==> src/multi_channel_pin_blink_sequencer_assert.svh <==
// ----------------------------------------------------------------------------
// Assertion macros for the pin blink sequencer
// Clocked checks with and without the reset guard
// ----------------------------------------------------------------------------
`ifndef MULTI_CHANNEL_PIN_BLINK_SEQUENCER_ASSERT_SVH
`define MULTI_CHANNEL_PIN_BLINK_SEQUENCER_ASSERT_SVH

// check that is off while reset is asserted
`define MCPBS_ASSERT(name, prop, msg) \
  name: assert property (@(posedge clk_i) disable iff (!rst_ni) prop) \
    else $error(msg);

// check that also holds while reset is asserted
`define MCPBS_ASSERT_RST(name, prop, msg) \
  name: assert property (@(posedge clk_i) prop) \
    else $error(msg);

`endif

==> src/mcpbs_pkg.sv <==
// ----------------------------------------------------------------------------
// Pin blink sequencer package
// Field widths, request codes, engine command type and reload clamp
// ----------------------------------------------------------------------------
package mcpbs_pkg;

  localparam int unsigned REQ_W      = 2;
  localparam int unsigned CH_FIELD_W = 3;
  localparam int unsigned CH_IDX_W   = 4;
  localparam int unsigned MS_W       = 16;
  localparam int unsigned REP_W      = 8;
  localparam int unsigned COUNT_W    = 13;
  localparam int unsigned PIN_OUT_W  = 7;

  localparam logic [REQ_W-1:0] REQ_PROGRAM = 2'd0;
  localparam logic [REQ_W-1:0] REQ_TOGGLE  = 2'd1;
  localparam logic [REQ_W-1:0] REQ_TICK    = 2'd2;

  localparam logic [COUNT_W-1:0] COUNT_MAX = 13'd8191;

  typedef struct packed {
    logic                set_pin;
    logic                toggle_pin;
    logic                load;
    logic                step;
    logic [CH_IDX_W-1:0] ch;
    logic                level;
    logic [REP_W-1:0]    reps;
    logic [COUNT_W-1:0]  on_rel;
    logic [COUNT_W-1:0]  off_rel;
  } eng_cmd_t;

  function automatic logic [COUNT_W-1:0] reload_clamp(input logic [MS_W-1:0] quo);
    logic [COUNT_W-1:0] res;
    if (quo == '0) begin
      res = COUNT_W'(1);
    end else if (quo > MS_W'(COUNT_MAX)) begin
      res = COUNT_MAX;
    end else begin
      res = quo[COUNT_W-1:0];
    end
    return res;
  endfunction

endpackage

==> src/mcpbs_if.sv <==
// ----------------------------------------------------------------------------
// Pin blink sequencer channel interfaces
// Request and response channels with valid/ready handshake
// ----------------------------------------------------------------------------
interface mcpbs_req_if;
  logic                               valid;
  logic                               ready;
  logic [mcpbs_pkg::REQ_W-1:0]        req_type;
  logic [mcpbs_pkg::CH_FIELD_W-1:0]   channel;
  logic                               first_level;
  logic [mcpbs_pkg::MS_W-1:0]         on_ms;
  logic [mcpbs_pkg::MS_W-1:0]         off_ms;
  logic [mcpbs_pkg::REP_W-1:0]        repeat_count;

  modport source (
    output valid, req_type, channel, first_level, on_ms, off_ms, repeat_count,
    input  ready
  );
  modport sink (
    input  valid, req_type, channel, first_level, on_ms, off_ms, repeat_count,
    output ready
  );
endinterface

interface mcpbs_rsp_if;
  logic                               valid;
  logic                               ready;
  logic [mcpbs_pkg::PIN_OUT_W-1:0]    pin_levels;
  logic                               any_active;

  modport source (
    output valid, pin_levels, any_active,
    input  ready
  );
  modport sink (
    input  valid, pin_levels, any_active,
    output ready
  );
endinterface

==> src/mcpbs_div.sv <==
// ----------------------------------------------------------------------------
// Reload divider
// Divide of a millisecond time by the tick length through a reciprocal multiply,
// quotient ready in the cycle after start
// ----------------------------------------------------------------------------
module mcpbs_div #(
  parameter int unsigned TICK_MS = 10
) (
  input  logic                               clk_i,
  input  logic                               rst_ni,
  input  logic                               start_i,
  input  logic [mcpbs_pkg::MS_W-1:0]         dividend_i,
  output logic                               done_o,
  output logic [mcpbs_pkg::COUNT_W-1:0]      reload_o
);

  localparam int unsigned MS_W    = mcpbs_pkg::MS_W;
  localparam int unsigned RECIP_W = MS_W + 1;
  localparam int unsigned SHIFT   = MS_W + $clog2(TICK_MS);
  localparam int unsigned PROD_W  = MS_W + RECIP_W;
  // ceil(2^SHIFT / TICK_MS) gives the exact quotient for every 16-bit time
  localparam longint unsigned RECIP_L =
    ((64'd1 << SHIFT) + 64'(TICK_MS) - 64'd1) / 64'(TICK_MS);
  localparam logic [RECIP_W-1:0] RECIP = RECIP_W'(RECIP_L);

  logic              done_q;
  logic [MS_W-1:0]   ms_q;
  logic [PROD_W-1:0] prod;
  logic [MS_W-1:0]   quo;

  assign prod = PROD_W'(ms_q) * PROD_W'(RECIP);
  assign quo  = MS_W'(prod >> SHIFT);

  always_ff @(posedge clk_i or negedge rst_ni) begin
    if (!rst_ni) begin
      done_q <= 1'b0;
    end else begin
      done_q <= start_i;
    end
  end

  always_ff @(posedge clk_i) begin
    if (start_i) begin
      ms_q <= dividend_i;
    end
  end

  assign done_o   = done_q;
  assign reload_o = mcpbs_pkg::reload_clamp(quo);

endmodule

==> src/mcpbs_eng.sv <==
// ----------------------------------------------------------------------------
// Blink engine store
// Per-channel engine state and the shared step unit for one channel a cycle
// ----------------------------------------------------------------------------
module mcpbs_eng #(
  parameter int unsigned CHANNELS = 7
) (
  input  logic                  clk_i,
  input  logic                  rst_ni,
  input  mcpbs_pkg::eng_cmd_t   cmd_i,
  output logic [CHANNELS-1:0]   pins_o,
  output logic                  active_o
);

  localparam int unsigned CH_W    = (CHANNELS > 1) ? $clog2(CHANNELS) : 1;
  localparam int unsigned REP_W   = mcpbs_pkg::REP_W;
  localparam int unsigned COUNT_W = mcpbs_pkg::COUNT_W;
  localparam logic [CHANNELS-1:0] PIN_RST = (CHANNELS > 3) ? CHANNELS'(8) : '0;

  logic [CHANNELS-1:0] pins_q;
  logic [CHANNELS-1:0] en_q;
  logic [CHANNELS-1:0] lvl_q;
  logic [REP_W-1:0]    rep_q     [CHANNELS];
  logic [COUNT_W-1:0]  on_rel_q  [CHANNELS];
  logic [COUNT_W-1:0]  off_rel_q [CHANNELS];
  logic [COUNT_W-1:0]  on_cnt_q  [CHANNELS];
  logic [COUNT_W-1:0]  off_cnt_q [CHANNELS];

  logic [CH_W-1:0]    ci;
  logic               en_n;
  logic [REP_W-1:0]   rep_n;
  logic [COUNT_W-1:0] on_n;
  logic [COUNT_W-1:0] off_n;
  logic               pin_we;
  logic               pin_val;
  logic               eng_we;

  assign ci     = cmd_i.ch[CH_W-1:0];
  assign eng_we = cmd_i.load || (cmd_i.step && en_q[ci]);

  always_comb begin
    en_n    = en_q[ci];
    rep_n   = rep_q[ci];
    on_n    = on_cnt_q[ci];
    off_n   = off_cnt_q[ci];
    pin_we  = 1'b0;
    pin_val = 1'b0;
    if (cmd_i.set_pin) begin
      pin_we  = 1'b1;
      pin_val = cmd_i.level;
    end else if (cmd_i.toggle_pin) begin
      pin_we  = 1'b1;
      pin_val = ~pins_q[ci];
    end
    if (cmd_i.load) begin
      en_n  = 1'b1;
      rep_n = cmd_i.reps;
      on_n  = cmd_i.on_rel;
      off_n = cmd_i.off_rel;
    end else if (cmd_i.step && en_q[ci]) begin
      if (rep_q[ci] == '0) begin
        en_n    = 1'b0;
        pin_we  = 1'b1;
        pin_val = ~lvl_q[ci];
      end else if (on_cnt_q[ci] != '0) begin
        on_n = on_cnt_q[ci] - COUNT_W'(1);
        if (on_cnt_q[ci] == COUNT_W'(1)) begin
          pin_we  = 1'b1;
          pin_val = ~lvl_q[ci];
        end
      end else if (off_cnt_q[ci] != '0) begin
        off_n = off_cnt_q[ci] - COUNT_W'(1);
      end else begin
        rep_n = rep_q[ci] - REP_W'(1);
        on_n  = on_rel_q[ci];
        off_n = off_rel_q[ci];
        if (rep_q[ci] != REP_W'(1)) begin
          pin_we  = 1'b1;
          pin_val = lvl_q[ci];
        end
      end
    end
  end

  always_ff @(posedge clk_i or negedge rst_ni) begin
    if (!rst_ni) begin
      pins_q <= PIN_RST;
      en_q   <= '0;
      lvl_q  <= '0;
      for (int i = 0; i < CHANNELS; i++) begin
        rep_q[i]     <= '0;
        on_rel_q[i]  <= '0;
        off_rel_q[i] <= '0;
        on_cnt_q[i]  <= '0;
        off_cnt_q[i] <= '0;
      end
    end else begin
      if (pin_we) begin
        pins_q[ci] <= pin_val;
      end
      if (eng_we) begin
        en_q[ci]      <= en_n;
        rep_q[ci]     <= rep_n;
        on_cnt_q[ci]  <= on_n;
        off_cnt_q[ci] <= off_n;
      end
      if (cmd_i.load) begin
        lvl_q[ci]     <= cmd_i.level;
        on_rel_q[ci]  <= cmd_i.on_rel;
        off_rel_q[ci] <= cmd_i.off_rel;
      end
    end
  end

  assign pins_o   = pins_q;
  assign active_o = |en_q;

endmodule

==> src/multi_channel_pin_blink_sequencer.sv <==
// ----------------------------------------------------------------------------
// Multi-channel pin blink sequencer
// Sequencer, reload divider and blink engines behind request/response channels
// ----------------------------------------------------------------------------
// Usage:
//   req_i takes one transaction at a time: program, toggle or tick. Every
//   request gives exactly one response transaction on rsp_o with the seven
//   pin levels and the any-active flag, taken after the request is applied.
//   Toggle, program without load and an unused type go straight to the
//   done state; a tick steps through the channels, the step unit visits
//   one channel a cycle; a program with load divides on_ms and then off_ms,
//   which share one multiply, before the load. The next request is taken
//   once the previous one has finished.
//   The response sits in an output register; a stalled receiver does not
//   stop the next request from running, only its response waits until the
//   register is free.
//   Reset clears all engines and drives pin 3 high, other pins low.
// ----------------------------------------------------------------------------
`include "multi_channel_pin_blink_sequencer_assert.svh"

module multi_channel_pin_blink_sequencer #(
  parameter int unsigned CHANNELS = 7,
  parameter int unsigned TICK_MS  = 10
) (
  input  logic         clk_i,
  input  logic         rst_ni,
  mcpbs_req_if.sink    req_i,
  mcpbs_rsp_if.source  rsp_o
);

  localparam int unsigned CH_W      = (CHANNELS > 1) ? $clog2(CHANNELS) : 1;
  localparam int unsigned CH_IDX_W  = mcpbs_pkg::CH_IDX_W;
  localparam int unsigned MS_W      = mcpbs_pkg::MS_W;
  localparam int unsigned REP_W     = mcpbs_pkg::REP_W;
  localparam int unsigned COUNT_W   = mcpbs_pkg::COUNT_W;
  localparam int unsigned PIN_OUT_W = mcpbs_pkg::PIN_OUT_W;
  localparam int unsigned PAD_W     = (CHANNELS > PIN_OUT_W) ? CHANNELS : PIN_OUT_W;

  localparam int unsigned ST_W = 3;
  localparam logic [ST_W-1:0] ST_IDLE    = 3'd0;
  localparam logic [ST_W-1:0] ST_DIV_ON  = 3'd1;
  localparam logic [ST_W-1:0] ST_DIV_OFF = 3'd2;
  localparam logic [ST_W-1:0] ST_TICK    = 3'd3;
  localparam logic [ST_W-1:0] ST_DONE    = 3'd4;

  logic [ST_W-1:0]     state_q, state_d;
  logic [CH_W-1:0]     idx_q, idx_d;
  logic [COUNT_W-1:0]  on_rel_q, on_rel_d;
  logic [CH_IDX_W-1:0] ch_q;
  logic                lvl_q;
  logic [REP_W-1:0]    reps_q;
  logic [MS_W-1:0]     off_ms_q;
  logic                out_valid_q;
  logic [PIN_OUT_W-1:0] out_pins_q;
  logic                out_any_q;

  logic                accept;
  logic                ch_ok;
  logic                is_load;
  logic                out_load;
  logic                div_start;
  logic [MS_W-1:0]     div_in;
  logic                div_done;
  logic [COUNT_W-1:0]  div_reload;
  mcpbs_pkg::eng_cmd_t cmd;
  logic [CHANNELS-1:0] pins;
  logic                active;
  logic [PAD_W-1:0]    pins_pad;

  assign req_i.ready = (state_q == ST_IDLE);
  assign accept      = req_i.valid && req_i.ready;
  assign ch_ok       = (5'(req_i.channel) < 5'(CHANNELS));
  assign is_load     = (req_i.on_ms != '0) && (req_i.repeat_count != '0);

  mcpbs_div #(
    .TICK_MS (TICK_MS)
  ) u_div (
    .clk_i      (clk_i),
    .rst_ni     (rst_ni),
    .start_i    (div_start),
    .dividend_i (div_in),
    .done_o     (div_done),
    .reload_o   (div_reload)
  );

  mcpbs_eng #(
    .CHANNELS (CHANNELS)
  ) u_eng (
    .clk_i    (clk_i),
    .rst_ni   (rst_ni),
    .cmd_i    (cmd),
    .pins_o   (pins),
    .active_o (active)
  );

  always_comb begin
    state_d   = state_q;
    idx_d     = idx_q;
    on_rel_d  = on_rel_q;
    div_start = 1'b0;
    div_in    = req_i.on_ms;
    out_load  = 1'b0;
    cmd       = '0;
    case (state_q)
      ST_IDLE: begin
        if (accept) begin
          if (req_i.req_type == mcpbs_pkg::REQ_PROGRAM && ch_ok) begin
            cmd.set_pin = 1'b1;
            cmd.ch      = CH_IDX_W'(req_i.channel);
            cmd.level   = req_i.first_level;
            if (is_load) begin
              div_start = 1'b1;
              state_d   = ST_DIV_ON;
            end else begin
              state_d = ST_DONE;
            end
          end else if (req_i.req_type == mcpbs_pkg::REQ_TOGGLE && ch_ok) begin
            cmd.toggle_pin = 1'b1;
            cmd.ch         = CH_IDX_W'(req_i.channel);
            state_d        = ST_DONE;
          end else if (req_i.req_type == mcpbs_pkg::REQ_TICK) begin
            idx_d   = '0;
            state_d = ST_TICK;
          end else begin
            state_d = ST_DONE;
          end
        end
      end
      ST_DIV_ON: begin
        if (div_done) begin
          on_rel_d  = div_reload;
          div_start = 1'b1;
          div_in    = off_ms_q;
          state_d   = ST_DIV_OFF;
        end
      end
      ST_DIV_OFF: begin
        if (div_done) begin
          cmd.load    = 1'b1;
          cmd.ch      = ch_q;
          cmd.level   = lvl_q;
          cmd.reps    = reps_q;
          cmd.on_rel  = on_rel_q;
          cmd.off_rel = div_reload;
          state_d     = ST_DONE;
        end
      end
      ST_TICK: begin
        cmd.step = 1'b1;
        cmd.ch   = CH_IDX_W'(idx_q);
        if (idx_q == CH_W'(CHANNELS - 1)) begin
          state_d = ST_DONE;
        end else begin
          idx_d = idx_q + CH_W'(1);
        end
      end
      ST_DONE: begin
        if (!out_valid_q || rsp_o.ready) begin
          out_load = 1'b1;
          state_d  = ST_IDLE;
        end
      end
      default: begin
        state_d = ST_IDLE;
      end
    endcase
  end

  always_ff @(posedge clk_i or negedge rst_ni) begin
    if (!rst_ni) begin
      state_q     <= ST_IDLE;
      idx_q       <= '0;
      out_valid_q <= 1'b0;
    end else begin
      state_q <= state_d;
      idx_q   <= idx_d;
      if (out_load) begin
        out_valid_q <= 1'b1;
      end else if (rsp_o.ready) begin
        out_valid_q <= 1'b0;
      end
    end
  end

  assign pins_pad = PAD_W'(pins);

  always_ff @(posedge clk_i) begin
    on_rel_q <= on_rel_d;
    if (accept) begin
      ch_q     <= CH_IDX_W'(req_i.channel);
      lvl_q    <= req_i.first_level;
      reps_q   <= req_i.repeat_count;
      off_ms_q <= req_i.off_ms;
    end
    if (out_load) begin
      out_pins_q <= pins_pad[PIN_OUT_W-1:0];
      out_any_q  <= active;
    end
  end

  assign rsp_o.valid      = out_valid_q;
  assign rsp_o.pin_levels = out_pins_q;
  assign rsp_o.any_active = out_any_q;

  `MCPBS_ASSERT(a_busy_after_accept, (req_i.valid && req_i.ready) |=> !req_i.ready, "request taken while busy")
  `MCPBS_ASSERT(a_div_done_in_div, div_done |-> (state_q == ST_DIV_ON || state_q == ST_DIV_OFF), "divider done outside divide")
  `MCPBS_ASSERT(a_tick_idx_range, (state_q == ST_TICK) |-> (idx_q <= CH_W'(CHANNELS - 1)), "tick index out of range")
  `MCPBS_ASSERT(a_rsp_from_done, (rsp_o.valid && !$past(rsp_o.valid)) |-> ($past(state_q) == ST_DONE), "response without finished request")
  `MCPBS_ASSERT_RST(a_no_rsp_in_reset, !rst_ni |-> !rsp_o.valid, "response valid in reset")

endmodule

==> src/flat_wrapper.sv <==
// flat-port wrapper written by rule: the top's interface ports become plain ports
module multi_channel_pin_blink_sequencer_flat 
#(
  parameter int unsigned CHANNELS = 7,
  parameter int unsigned TICK_MS  = 10
)
  (clk_i, rst_ni, req_i_valid, req_i_req_type, req_i_channel, req_i_first_level, req_i_on_ms, req_i_off_ms, req_i_repeat_count, req_i_ready, rsp_o_valid, rsp_o_pin_levels, rsp_o_any_active, rsp_o_ready);
  mcpbs_req_if req_i_i ();
  mcpbs_rsp_if rsp_o_i ();
  input  logic clk_i;
  input  logic rst_ni;
  input wire logic [$bits(req_i_i.valid)-1:0] req_i_valid;
  input wire logic [$bits(req_i_i.req_type)-1:0] req_i_req_type;
  input wire logic [$bits(req_i_i.channel)-1:0] req_i_channel;
  input wire logic [$bits(req_i_i.first_level)-1:0] req_i_first_level;
  input wire logic [$bits(req_i_i.on_ms)-1:0] req_i_on_ms;
  input wire logic [$bits(req_i_i.off_ms)-1:0] req_i_off_ms;
  input wire logic [$bits(req_i_i.repeat_count)-1:0] req_i_repeat_count;
  output wire logic [$bits(req_i_i.ready)-1:0] req_i_ready;
  output wire logic [$bits(rsp_o_i.valid)-1:0] rsp_o_valid;
  output wire logic [$bits(rsp_o_i.pin_levels)-1:0] rsp_o_pin_levels;
  output wire logic [$bits(rsp_o_i.any_active)-1:0] rsp_o_any_active;
  input wire logic [$bits(rsp_o_i.ready)-1:0] rsp_o_ready;
  assign req_i_i.valid = req_i_valid;
  assign req_i_i.req_type = req_i_req_type;
  assign req_i_i.channel = req_i_channel;
  assign req_i_i.first_level = req_i_first_level;
  assign req_i_i.on_ms = req_i_on_ms;
  assign req_i_i.off_ms = req_i_off_ms;
  assign req_i_i.repeat_count = req_i_repeat_count;
  assign req_i_ready = req_i_i.ready;
  assign rsp_o_valid = rsp_o_i.valid;
  assign rsp_o_pin_levels = rsp_o_i.pin_levels;
  assign rsp_o_any_active = rsp_o_i.any_active;
  assign rsp_o_i.ready = rsp_o_ready;
  multi_channel_pin_blink_sequencer #(.CHANNELS(CHANNELS), .TICK_MS(TICK_MS)) u_core (.clk_i(clk_i), .rst_ni(rst_ni), .req_i(req_i_i), .rsp_o(rsp_o_i));
endmodule
==> config.mk <==
export PLATFORM = sky130hd
export DESIGN_NAME = multi_channel_pin_blink_sequencer_flat
export DESIGN_NICKNAME = d
export VERILOG_FILES = /design/src/mcpbs_pkg.sv /design/src/mcpbs_if.sv /design/src/mcpbs_div.sv /design/src/mcpbs_eng.sv /design/src/multi_channel_pin_blink_sequencer.sv /design/src/flat_wrapper.sv
export VERILOG_INCLUDE_DIRS = /design/src /design/src/src
export SDC_FILE = /design/constraint.sdc
export NUM_CORES = 1
export LEC_CHECK = 0
export ABC_AREA = 1
export BUFFER_PORTS_ARGS = -buffer_cell sky130_fd_sc_hd__buf_2
export CAP_MARGIN = 20
export CORE_ASPECT_RATIO = 1.4
export CORE_MARGIN = 3
export CORE_UTILIZATION = 55
export DETAILED_ROUTE_END_ITERATION = 8
export GPL_TIMING_DRIVEN = 0
export PLACE_DENSITY = 0.71
export SYNTH_ARGS = -nofsm -noshare
export SYNTH_HDL_FRONTEND = slang
export SYNTH_SLANG_ARGS = --single-unit
==> constraint.sdc <==
create_clock -name clk_i -period 16.48 [get_ports clk_i]
set_clock_uncertainty 0.1 [all_clocks]
set_input_delay 1.648 -clock clk_i [delete_from_list [all_inputs] [get_ports clk_i]]
set_output_delay 1.648 -clock clk_i [all_outputs]
set_load 0.01 [all_outputs]
# Word level (Yosys, flattened, before mapping)
# Cells that the tools add are included.
op_classes:
  addsub: 4
  mul: 1
  div_mod_pow: 0
  magnitude_cmp: 6
  eq_ne: 18
  shifts: 0
  muxes: 115
  bitwise_logic: 3
  n_reduce_logical: 24
ops:
  columns: ["cell", "n"]
  rows:
  - ["bitwise mux 91 bit", 4]
  - ["2-to-1 mux 13 bit", 21]
  - ["binary-select mux 13 bit (select 3 bit)", 4]
  - ["2-to-1 mux 8 bit", 8]
  - ["bitwise mux 56 bit", 1]
  - ["2-to-1 mux 3 bit", 16]
  - ["demux 13 bit (select 3 bit)", 1]
  - ["2-to-1 mux 1 bit", 39]
  - ["2-to-1 mux 38 bit", 1]
  - ["2-to-1 mux 34 bit", 1]
  - ["multiplier 16 x 16 -> 32 bit, second input constant", 1]
  - ["2-to-1 mux 16 bit", 2]
  - ["nonzero test 13 bit", 2]
  - ["subtractor 13 x 1 -> 13 bit, second input constant", 2]
  - ["binary-select mux 8 bit (select 3 bit)", 1]
  - ["demux 8 bit (select 3 bit)", 1]
  - ["bitwise mux 7 bit", 3]
  - ["logical NOT 16 bit", 1]
  - ["nonzero test 16 bit", 1]
  - ["one-hot mux 3 bit (5 select lines)", 1]
  - ["inequality test 2 bit, second input constant", 7]
  - ["equality test 13 x 1 -> 1 bit, second input constant", 1]
  - ["greater-than comparator 13 bit, second input constant", 1]
  - ["binary-select mux 1 bit (select 3 bit)", 3]
  - ["34 further kinds", 48]
word_totals:
  register_bits: 514
  latchBits: 0
  ramBits: 0
  rom_bits: 0
  inputBits: 50
  out_inout_bits: 10
  word_cells: 221
  mem_count: 0

# Depth between registers and ports, before layout
# Gate-level depths: netlist of run 1.
logic_depth:
  depth_word: 18
  mapped_depth: 32
  depth_no_buf: 32

# Hierarchy
# A second synthesis of run 1 with hierarchy kept.
hier_totals:
  cells_unflattened: 4150
  area_unflattened_um2: 31342.6
modules_own_cells:
  columns: ["module", "instances", "cells_each", "area_per_inst_um2", "seq_area_each_um2"]
  rows:
  - ["mcpbs_eng", 1, 3054, 22560.4, 11036.8]
  - ["mcpbs_div", 1, 815, 6169.7, 505.5]
  - ["multi_channel_pin_blink_sequencer", 1, 281, 2612.5, 1646.6]

# Worst setup path before layout of run 1
# Ideal clock, no wire load.
synth_path:
  path_kind: "register -> register"
  from: "reg u_core.u_div.ms_q[4]"
  to: "reg u_core.u_eng.off_cnt_q[0] (netlist name)"
  setup_time_ns: 0.066
  arrival_ns: 5.301
  required_time_ns: 16.314
  slack_ns: 11.014
  stages_incl_launch_ff: 31
  path_buffers: 0
  synth_period_minus_slack_ns: 5.466
  cell_sequence: "edfxtp_1 -> ha_1 -> inv_1 -> fa_1 -> inv_1 -> fa_1 -> fa_1 -> fa_1 -> inv_1 -> fa_1 -> inv_1 -> ha_1 -> nand2_1 -> nor2_1 -> inv_1 -> o31ai_1 -> inv_1 -> nand3_1 -> and2_1 -> nor2_1 -> nand2_1 -> nand2_1 -> nor2_1 -> nand2_1 -> nor2_1 -> nand2_1 -> nand2_1 -> nand2_1 -> nand2_1 -> nand2_1 -> nand2_1"
synth_via:
  elab_chain_len: 8
  word_cells_on_any_way: 9
  cone_classes: "mul: 1; order compare: 1; mux: 6; reduce/logical: 1"
synth_rtl:
  columns: ["item", "line_no", "source"]
  rows:
  - ["start: declaration", "mcpbs_div.sv:27", "logic [MS_W-1:0] ms_q;"]
  - ["start signal: assignment", "mcpbs_div.sv:44", "ms_q <= dividend_i;"]
  - ["multiplier 16 x 16 -> 32 bit (*)", "mcpbs_div.sv:31", "assign prod = PROD_W'(ms_q) * PROD_W'(RECIP);"]
  - ["greater-than comparator 13 bit", "mcpbs_pkg.sv:37", "end else if (quo > MS_W'(COUNT_MAX)) begin"]
  - ["2-to-1 mux 13 bit", "mcpbs_pkg.sv:37", null]
  - ["2-to-1 mux 13 bit (*)", "mcpbs_pkg.sv:35", "if (quo == '0) begin"]
  - ["via u_core.div_reload[0]", "multi_channel_pin_blink_sequencer.sv:64", "logic [COUNT_W-1:0] div_reload;"]
  - ["2-to-1 mux 38 bit (*)", "multi_channel_pin_blink_sequencer.sv:138", "if (div_done) begin"]
  - ["2-to-1 mux 34 bit (*)", "multi_channel_pin_blink_sequencer.sv:104", "case (state_q)"]
  - ["2-to-1 mux 13 bit (*)", "mcpbs_eng.sv:55", "if (cmd_i.load) begin"]
  - ["bitwise mux 91 bit (*)", "mcpbs_eng.sv:105", "off_cnt_q[ci] <= off_n;"]
  - ["end signal: indexed assignment", "mcpbs_eng.sv:105", null]
  - ["end: declaration", "mcpbs_eng.sv:27", "logic [COUNT_W-1:0] off_cnt_q [CHANNELS];"]
# The timed path passes the listed nets; every way through them passes the cells marked *.
# A chain may end at the register's enable or synchronous reset.

# Worst setup path in the final report of run 1
layout_path:
  from: "reg u_core.u_div.ms_q[5]"
  to: "reg u_core.u_eng.off_cnt_q[52] (netlist name)"
# The elaborated chain is that of the path after synthesis.

==> results.toml, run 1 <==
[outcome]
status = "completed"

[logic_synthesis]
synth-seq-cells = 514
synth_edf_count = 65
synthArstFlopShare_pct = 87.4
ys_types = 58
netlist_area_mm2 = 0.0301
synth_fp_nets = 4070
netlist_instances = 3802
syn_avg_cell_area_um2 = 7.91
seq_area_frac_synth_pct = 43.9
yosys_warnings = 0
synth_ff_type = "dfrtp_1"

[routing]
routedWlPerCell_um = 21.9
via_per_inst = 5.81
firstDrtPassIters = 6
ant_nets = 0
finalWirelength_mm = 102
vias = 27100
drt_iter0_markers = 2764
drc = 0

[place]
place_hpwl_mm = 74.9
gp_congestion = 0.974
dp_slack_ns = 9.85
port_buffers = 59

[final_layout]
final_cell_mix = "nand2_1, dfrtp_1, inv_1, o21ai_0, nand3_1"
utilization_pct = 61.8
syn_to_final_growth_pct = 10.3
final_nets = 4188
diodes = 0
drive_gt1_share_pct = 7.88
final_common_cell = "nand2_1"

[worst_setup_path]
cpPeakStageDelay_ns = 0.64
crit_top_cell = "nand2_1"
r2r_cells = 28
reg2reg_to = "u_core.u_eng.off_cnt_q[52]$_DFFE_PN0P_"
ff2ff_setup_slack_ns = 9.75
critPathLaunchType = "flop"
required_ns = 16.89
cpMaxStageDelayCell = "xor2_1"
critical-path-top-delay-family = "adder cells"
cp_num_buf_inv = 5
cp.arrival_ns = 7.14
critPathMaxFanout = 7
critPathKind = "reg2reg"
r2r-start = "u_core.u_div.ms_q[5]$_DFFE_PP_"
end_kind = "flop"

[grt]
grt_max_degree = 120
grt_pass1_wl_mm = 157
grt_pass1_vias = 26800
gr-total-overflow = 0
grtUsageTotal_pct = 35.8
antenna_found_initial = 1

[clock_tree]
clock-sinks = 514
cts_tree = "built"
cts_made_buffers = 50
clk_latency_ns = 0.64
htree_num_levels = 2
postCtsSetupBuffers = 0
cts_resized = 0
clk_pin_slew_ns = 0.07
ctsHoldBuffers = 0
clock_path_buffers = 3
cts-root-buf = "clkbuf_16"

[power]
peakVddDrop_mv = 0.322
leakagePower_nw = 17.3
power_density_mw_per_mm2 = 172
p_total_mw = 5.70

[sta]
finalHoldViolCount = 0
setup_viol = 0
drv_slew = 0
finalCritPeriodShare_pct = 40.8
grt_setup_unrepaired = "false"
setup_ws_ns = 9.75
min_period_ns = 6.73
max_freq_ghz = 0.149
fin_setup_tns_ns = 0
slew_headroom_pct = 32.1
worst_pin_slew_ns = 1.02

[worst_hold_path]
min-delay-start = "u_core.u_eng.on_cnt_q[71]$_DFFE_PN0P_"
min_to = "u_core.u_eng.on_cnt_q[71]$_DFFE_PN0P_"
min_path_type = "reg2reg"
holdPathStages = 2

[flow_run]
drv_cap = 0

[die]
die_area_mm2 = 0.0575
ios = 60
rows = 100
die_w_um = 204
initial_core_util_pct = 56.0
die_h_um = 283
coreArea_mm2 = 0.0537
## Yosys cell counts, types with 14 or more instances
| cell type | instances | share of area [%] |
|---|---|---|
| buf_2 | 45 | 0.75 |
| nor2_2 | 23 | 0.48 |
| nand2_2 | 16 | 0.33 |
| fa_1 | 79 | 5.3 |
| nand3_1 | 239 | 4.0 |
| o21ai_1 | 16 | 0.27 |
| a22o_1 | 17 | 0.50 |
| a22oi_1 | 20 | 0.50 |
| nand2_1 | 1494 | 19 |
| inv_1 | 343 | 4.3 |
| nor2_1 | 174 | 2.2 |
| o21ai_0 | 246 | 4.1 |
| ha_1 | 139 | 5.8 |
| nor3_1 | 14 | 0.23 |
| a21oi_1 | 80 | 1.3 |
| a31oi_1 | 43 | 0.89 |
| dfrtp_1 | 448 | 37 |
| nand4_1 | 39 | 0.81 |
| edfxtp_1 | 65 | 6.5 |
| clkbuf_1 | 93 | 1.2 |
## cells by family (layout without fill, tap and decap cells)
logic type      count (synthesis)  in the layout  synth area share (%)
buf+inv                       522            679                  7.10
mux                             8              8                 0.300
flops                         514            514                  43.9
compound gates                481            481                  9.14
xor+xnor                       16             16                 0.466
simple gates                 2043           2043                  28.1
fa+ha+maj                     218            218                  11.0
## registers in the layout, summed over array words and instances, names as in the netlist, 8 cells and up
register	cells
u_core.u_div.ms_q	16
u_core.u_eng.off_cnt_q	91
u_core.reps_q	8
u_core.on_rel_q	13
u_core.off_ms_q	16
u_core.u_eng.off_rel_q	91
u_core.u_eng.on_cnt_q	91
u_core.u_eng.rep_q	56
u_core.u_eng.on_rel_q	91
## worst register-to-register path: cells and delay by family (launching register included)
family                     cells  cell delay (ns)
AOI/OAI and AO/OA              2             0.38
xor gates and xnor gates       2             0.82
adders and majority gates      7             3.05
buffers and inverters          5             0.29
DFF                            1             0.53
and+or+nand+nor               12             1.49
## stage by stage
step,hold slack [ns],instance area [um^2],instances
after floorplan,0.345,30100,3802
after global placement,0.362,31300,4575
after detailed placement,0.364,31400,4581
after CTS,0.378,33100,4672
after global routing,0.397,33200,4673
final,0.380,33200,4673
## routing by layer
layer	global-route usage (%)	routed length, um
met1	42.0	36300
met2	61.5	49500
met3	5.43	8240
met4	23.1	8250
met5	0	10
## cell type report
type	instances	area [um^2]
flip-flops and latches	514	13200
well taps	714	893
inverters	357	1340
fillers	4821	20500
multi-input cells	2766	14700
clock inverters	18	280
plain buffers	165	792
clock buffers	73	1450
repair buffers	66	469
## power breakdown
part           total [mW]  internal [mW]  leakage [nW]  switching, mW
Clock                1.21          0.682         0.823          0.531
Sequential           1.53           1.46          6.54         0.0712
Combinational        2.95          0.869          9.95           2.08
## how the worst max path moves through the flow
stage,start,end,slack (ns),cells after the start
CTS,u_core.u_div.ms_q[5]$_DFFE_PP_,u_core.u_eng.off_cnt_q[65]$_DFFE_PN0P_,9.80,28
finish,u_core.u_div.ms_q[5]$_DFFE_PP_,u_core.u_eng.off_cnt_q[52]$_DFFE_PN0P_,9.75,28
global placement,rst_ni,u_core.u_eng.on_rel_q[55]$_DFFE_PN0P_,4.44,1
floorplan,u_core.u_div.ms_q[4]$_DFFE_PP_,u_core.u_eng.off_cnt_q[0]$_DFFE_PN0P_,11.01,30
detailed placement,u_core.u_div.ms_q[5]$_DFFE_PP_,u_core.u_eng.off_cnt_q[65]$_DFFE_PN0P_,9.85,28
global route,u_core.u_div.ms_q[14]$_DFFE_PP_,u_core.u_eng.off_cnt_q[26]$_DFFE_PN0P_,9.34,31
No activity file was read; power rests on OpenSTA's default activity.
==> inputs of run 2 (changes only) <==
- PLACE_DENSITY: 0.71 -> 0.74
- clock period: 16.48 -> 5.4 ns (I/O delays scaled with it)
==> results.toml, run 2 (synthesis gave the netlist of run 1 again) <==
[outcome]
status = "finished, violations left"
violations = "negative setup slack"

[clock_tree]
cts_tree = "built"
clock-sinks = 514
clock_path_buffers = 3
htree_num_levels = 2
clk_latency_ns = 0.62
cts_made_buffers = 52
cts-root-buf = "clkbuf_16"
clk_pin_slew_ns = 0.06

[final_layout]
drive_gt1_share_pct = 14.4
diodes = 0
multiInputGateArea_mm2 = 0.0159
utilization_pct = 65.3
ff_latch_area_mm2 = 0.0132
final_nets = 4276
final_common_cell = "nand2_1"
syn_to_final_growth_pct = 16.7
n_fill_cell = 4447
final_cell_mix = "nand2_1, dfrtp_1, inv_1, nand3_1, o21ai_0"

[die]
ios = 60
coreArea_mm2 = 0.0537
die_area_mm2 = 0.0575
die_w_um = 204
initial_core_util_pct = 56.0
rows = 100
die_h_um = 283

[sta]
worst_pin_slew_ns = 1.34
drv_slew = 0
slew_headroom_pct = 10.9
setup_ws_ns = -0.513
max_freq_ghz = 0.169
finalCritPeriodShare_pct = 109
fin_setup_tns_ns = -25.01
min_period_ns = 5.91
grt_setup_unrepaired = "true"
setup_viol = 123
finalHoldViolCount = 0

[routing]
drt_iter0_markers = 3209
routedWlPerCell_um = 22.5
firstDrtPassIters = 8
via_per_inst = 5.93
ant_nets = 0
drc = 0
vias = 28300
finalWirelength_mm = 107

[worst_setup_path]
cpMaxStageDelayCell = "fa_1"
critPathLaunchType = "flop"
critPathMaxFanout = 4
crit_top_cell = "fa_1"
critPathKind = "reg2reg"
end_kind = "flop"
ff2ff_setup_slack_ns = -0.51
required_ns = 5.83
cpPeakStageDelay_ns = 0.55
cp.arrival_ns = 6.35

[grt]
grt_pass1_vias = 28500
grt_max_degree = 112
antenna_found_initial = 1
grtUsageTotal_pct = 37.0
grt_pass1_wl_mm = 163
gr-total-overflow = 0

[flow_run]
drv_cap = 0

[power]
leakagePower_nw = 17.9
peakVddDrop_mv = 1.58
power_density_mw_per_mm2 = 650

[place]
gp_congestion = 0.991
place_hpwl_mm = 74.7
port_buffers = 59

[worst_hold_path]
min_path_type = "in2reg"
-- run 2: final timing paths --
| check | from | to | cells past startpoint |
|---|---|---|---|
| setup / recovery | u_core.u_div.ms_q[3]$_DFFE_PP_ | u_core.u_eng.off_rel_q[39]$_DFFE_PN0P_ | 28 |
| hold / removal | req_i_repeat_count[2] | u_core.reps_q[2]$_DFFE_PP_ | 1 |
| setup reg to reg | u_core.u_div.ms_q[3]$_DFFE_PP_ | u_core.u_eng.off_rel_q[39]$_DFFE_PN0P_ | 28 |
| hold reg to reg | u_core.u_eng.on_cnt_q[7]$_DFFE_PN0P_ | u_core.u_eng.on_cnt_q[7]$_DFFE_PN0P_ | 2 |
| max in group asynchronous | rst_ni | u_core.state_q[0]$_DFFE_PN0P_ | 4 |
| min in group asynchronous | rst_ni | u_core.u_eng.off_cnt_q[48]$_DFFE_PN0P_ | 2 |
-- run 2: final cells by class --
| cell class | count | area share, % |
|---|---|---|
| Buffer | 165 | 2.30 |
| Clock buffer | 69 | 4.13 |
| Clock inverter | 28 | 0.685 |
| Inverter | 357 | 3.88 |
| Multi-Input combinational cell | 2767 | 45.4 |
| Sequential cell | 514 | 37.6 |
| Tap cell | 714 | 2.55 |
| Timing Repair Buffer | 151 | 3.42 |
-- run 2: worst max-delay path: cells and delay by family (launching register included) --
family,cells,cell delay [ns]
AO/OA/AOI/OAI,2,0.35
adder cells (fa/ha/maj),7,3.19
buffers and inverters,7,0.54
flip-flops,1,0.53
AND/OR/NAND/NOR,12,1.14
-- run 2: timing repair --
item,4_1_cts,5_1_grt
hold buffers,7,0
buffers inserted,60,17
resized for setup,178,147
cloned,1,1
setup endpoints to repair,189,192
hold endpoints to repair,85,0
pin swaps,59,52
-- run 2: metrics by stage --
| step | hold WS [ns] | cell area (um^2) | power (mW) | setup slack [ns] | cells |
|---|---|---|---|---|---|
| 2_1_floorplan | 0.144 | 30100 | 10.6 | 0.0172 | 3802 |
| 3_3_place_gp | 0.362 | 31300 | 13.6 | -5.49 | 4575 |
| 3_5_place_dp | 0.363 | 31400 | 13.7 | -1.14 | 4581 |
| 4_1_cts | 0.000575 | 34400 | 21.0 | -0.376 | 4746 |
| 5_1_grt | 0.00278 | 35100 | 24.0 | -0.721 | 4765 |
| 6_report | 0.0146 | 35100 | 22.8 | -0.513 | 4765 |
-- run 2: power by group --
part	leakage (nW)	total, mW	switching [mW]	internal, mW
clock	0.839	3.67	1.63	2.04
combinational	10.6	14.5	8.99	5.48
sequential	6.54	4.68	0.220	4.46
-- run 2: layer usage --
metal | wire length [um] | GRT usage (%) | part of all wire (%)
met3 | 9300 | 6.32 | 8.7
met4 | 10200 | 27.4 | 9.5
met1 | 36300 | 41.9 | 34
met2 | 51500 | 63.1 | 48
met5 | 0 | 0 | 0
